**config.mk**
```make
export PLATFORM = sky130hd
export DESIGN_NAME = ffrpa_meta_mem
export DESIGN_NICKNAME = d
export VERILOG_FILES = /design/src/ffrpa_pkg.sv /design/src/ffrpa_meta_mem.sv
export SDC_FILE = /design/constraint.sdc
export NUM_CORES = 2
export LEC_CHECK = 0
export ABC_AREA = 1
export ABC_CLOCK_PERIOD_IN_PS = 1900
export BUFFER_PORTS_ARGS = -buffer_cell sky130_fd_sc_hd__buf_4
export CORE_MARGIN = 10
export CORE_UTILIZATION = 40
export DETAILED_ROUTE_END_ITERATION = 8
export PLACE_DENSITY = 0.67
export SETUP_SLACK_MARGIN = 0.3
export SLEW_MARGIN = 20
export SYNTH_ARGS = -nofsm -noshare
export SYNTH_HDL_FRONTEND = slang
export SYNTH_SLANG_ARGS = --single-unit
```
**constraint.sdc**
```tcl
create_clock -name clk -period 1.9 [get_ports clk]
set_clock_uncertainty 0.1 [all_clocks]
set_input_delay 0.285 -clock clk [delete_from_list [all_inputs] [get_ports clk]]
set_output_delay 0.285 -clock clk [all_outputs]
set_load 0.01 [all_outputs]
```
**src/ffrpa_pkg.sv**
```systemverilog
// Shared types and codes for the first-fit record page allocator.
// No dependencies; every other file of the block but ffrpa_byte_mem imports this package.
package ffrpa_pkg;

  // Operation codes carried by an input item
  localparam logic OP_STORE = 1'b0;
  localparam logic OP_READ  = 1'b1;

  // Result status codes
  localparam logic [1:0] ST_STORED  = 2'd0;
  localparam logic [1:0] ST_NO_ROOM = 2'd1;
  localparam logic [1:0] ST_READ    = 2'd2;

  // A page holding this many records takes no more
  localparam logic [6:0] COUNT_LIMIT = 7'd127;

  // Width of (count + 1) * length products
  localparam int PROD_W = 15;

  typedef struct packed {
    logic       opcode;
    logic [7:0] data_byte;
    logic [6:0] record_len;
    logic [6:0] page_select;
    logic [6:0] byte_offset;
  } in_item_t;

  typedef struct packed {
    logic [1:0] status;
    logic [6:0] page_index;
    logic [6:0] record_offset;
    logic [7:0] read_byte;
    logic [6:0] page_records;
    logic [6:0] page_record_len;
  } out_item_t;

  // Per-page metadata word
  typedef struct packed {
    logic [6:0] count;
    logic [6:0] len;
  } meta_t;

endpackage

```
**src/ffrpa_meta_mem.sv**
```systemverilog
// Page metadata memory: record count and record length per page.
// One write port, one registered read port. Uses ffrpa_pkg.
module ffrpa_meta_mem #(
  parameter int DEPTH = 128,
  parameter int AW    = $clog2(DEPTH)
) (
  input  logic             clk,
  input  logic             rd_en,
  input  logic [AW-1:0]    rd_addr,
  output ffrpa_pkg::meta_t rd_data,
  input  logic             wr_en,
  input  logic [AW-1:0]    wr_addr,
  input  ffrpa_pkg::meta_t wr_data
);
  import ffrpa_pkg::*;

  meta_t mem [DEPTH];

  // Write, and register the read word; hold it while no read is issued
  always_ff @(posedge clk) begin
    if (wr_en) begin
      mem[wr_addr] <= wr_data;
    end
    if (rd_en) begin
      rd_data <= mem[rd_addr];
    end
  end

endmodule

```
==> impl_metrics.csv <==
group,metric,value,unit
die,die_w,447,um
clocking,cts_max_level,4,
detailed_routing,routed_via_density,5.57,
logic_synthesis,synth.distinct_cells,13,
sta,max_freq,496,MHz
worst_setup_path,cpPeakStageDelay,580,ps
logic_synthesis,synth-simple-area-share,22.7,%
clocking,cts_max_path_buffers,3,
min_path,hold_start,"wr_addr[2]",
sta,maxSlewViolCount,0,
sta,min_period_over_period,106,%
pwr,power.density,931,mW/mm^2
outcome,status,"finished, violations left",
sta,grt_setup_unrepaired,"true",
detailed_routing,drt_iter0_drc,6304,
sta,worst_slew_pin_slew,654,ps
logic_synthesis,synth_fp_nets,6139,
place,portBuffers,44,
die,row_count,156,
logic_synthesis,synth_seq_cells,1806,
sta,final.setup.tns,-468,ps
worst_setup_path,path_depth,1,
clocking,cts_tree,"built",
worst_setup_path,worstSetupStartpoint,"rd_data[3]",
detailed_routing,drc,0,
global_route,grtUsageTotal,20.5,%
logic_synthesis,synth-xor-area-share,0,%
die,io_pins,45,
global_route,gr-total-overflow,0,
detailed_routing,detail-route-antenna-nets,0,
worst_setup_path,cp-start-kind,"flip-flop",
worst_setup_path,path_delay_family,"flip-flops",
flow_run,maxCapViolations,0,
cells_and_area,fillCellCount,15013,
cells_and_area,final_nets,6529,
cells_and_area,layout-drive-gt1-share,23.7,%
logic_synthesis,yosys_warnings,0,
global_route,grt_pass1_wl,311000,um
logic_synthesis,synth_fa_ha_area_share,0,%
logic_synthesis,yosysTopAreaCell,"edfxtp_1",
logic_synthesis,synth-edff-count,1806,
logic_synthesis,avgSynthCellArea,12.0,um^2
worst_setup_path,crit_chain,"buf_6",
detailed_routing,vias,50149,
logic_synthesis,syn_inst,6108,
worst_setup_path,crit_buf_inv,1,
worst_setup_path,required,1510,ps
global_route,grt_start_max_net_pins,81,
clocking,root_buffer,"clkbuf_16",
cells_and_area,final_util,50.2,%
sta,finalSetupViolCount,10,
global_route,grt_pass1_vias,47813,
logic_synthesis,syn_area,0.0730,mm^2
worst_setup_path,critical_path_peak_fanout,1,
outcome,violations,"negative setup slack",
logic_synthesis,synth_ff_type,"edfxtp_1",
min_path,whs_path_depth,5,
worst_setup_path,reg2reg_from,"mem[17][6]",
clocking,cts_buffers,174,
logic_synthesis,synth_top_family_by_area,"simple AND/OR/NAND/NOR gates",
die,initial_core_util,40.3,%
clocking,cts.sinks,1806,
place,dp_slack,-803,ps
logic_synthesis,synthArstFlopShare,0,%
sta,finalCriticalPeriod,2020,ps
place,gp_congestion,0.914,
sta,whs,148,ps
global_route,grt_antenna_before_repair,9,
cells_and_area,syn_to_final_growth,24.5,%
logic_synthesis,yosysTopAreaCellShare,74.3,%
detailed_routing,wl,211000,um
detailed_routing,first_pass_iters,6,
logic_synthesis,synth_compound_area_share,0,%
die,fp.dieArea,0.200,mm^2
sta,relSlewSlack,56.4,%
worst_setup_path,critical_path_class,"flip-flop to output port",
cells_and_area,final_area,0.0909,mm^2
worst_setup_path,cpMaxStageDelayCell,"edfxtp_1",
die,dieHeight,447,um
pwr,vdd_drop_max,0.785,mV
logic_synthesis,yosys-top-cells-area,"edfxtp_1, nand3_1, nand2_1, buf_2, nor2_1",
pwr,p_leak,32.5,nW
min_path,hold_class,"input port to flip-flop",
clocking,clk_pin_slew,60,ps
die,core,0.181,mm^2
logic_synthesis,synth_mux_area_share,0,%
worst_setup_path,cp.arrival,1630,ps
worst_setup_path,rr_worst_depth,10,
detailed_routing,wl_per_cell,23.5,um
place,dpl.hpwl,132000,um
sta,setup_slack,-116,ps
sta,hold_violations,0,
logic_synthesis,seq_area_frac_synth,74.3,%
worst_setup_path,crit_path_end_kind,"output port",
clocking,clk_latency,820,ps
place,place_area,0.0815,mm^2
==> final timing paths <==
path | endpoint | slack (ps)
setup / recovery | rd_data[3] | -120
hold / removal | mem[74][5] | 150
setup reg to reg | rd_data[6] | 250
hold reg to reg | rd_data[1] | 950
==> what timing repair did <==
item / 4_1_cts / 5_1_grt
resized for setup: 403 / 446
pin swaps: 138 / 352
hold endpoints to repair: 675 / 0
setup buffers: 0 / 2
hold buffers: 17 / 0
setup endpoints to repair: 28 / 28
==> placed cells by master (no fill, tap or decap), types with 6 or more instances in the layout <==
cell type,instances
buf_12,236
buf_4,342
buf_6,16
bufinv_16,12
clkbuf_1,52
clkbuf_16,174
clkinv_1,29
clkinv_2,22
clkinvlp_4,6
dlygate4sd3_1,17
edfxtp_1,1806
inv_1,17
inv_6,7
nand2_1,1885
nand2_2,172
nand2_4,52
nand3_1,1137
nand3_2,422
nand3_4,68
nor2_1,111
nor2_4,18
nor3_1,8
==> cell usage after synthesis, types with 3 or more instances <==
master / n
buf_1: 32
buf_2: 233
nand2_1: 2109
nand3_1: 1627
buf_4: 43
nor3_1: 8
inv_1: 20
clkbuf_1: 77
inv_2: 3
buf_6: 15
nor2_1: 134
edfxtp_1: 1806
==> per-stage QoR <==
step	power (mW)	instances
after global routing	87.0	9001
after detailed placement	51.0	8673
final	84.6	9002
after floorplan	47.7	6108
after CTS	84.4	8998
after global placement	50.9	8673
==> metal layers <==
metal / vias to the layer above / GRT usage (%) / share of wire [%]
met2: 2572 / 33.2 / 48
met3: 422 / 3.44 / 8.9
met4: 2 / 7.38 / 4.0
li1: 22397 / - / -
met5: - / 0 / 0.0061
met1: 24756 / 27.8 / 39
==> state kept, by name, summed over array words and instances (netlist names) <==
signal	flops
rd_data	14
mem	1792
==> power by group <==
part	internal (mW)	total (mW)	switching [mW]
Combinational	2.32	7.15	4.83
Clock	18.5	33.4	14.8
Sequential	44.0	44.1	0.108
==> cell families after synthesis <==
logic type,after synthesis
buf+inv,424
flops,1806
simple gates,3878
==> final cells by class <==
class	count	area [um^2]	area share, %
flip-flops and latches	1806	54200	59.7
multi-input cells	3878	20500	22.6
repair buffers	614	7690	8.46
clock buffers	226	4550	5.00
well taps	2370	2970	3.26
clock inverters	82	800	0.880
inverters	24	128	0.140
diodes	2	5.00	0.00551
Note: power is estimated with default switching activity, not from simulation.
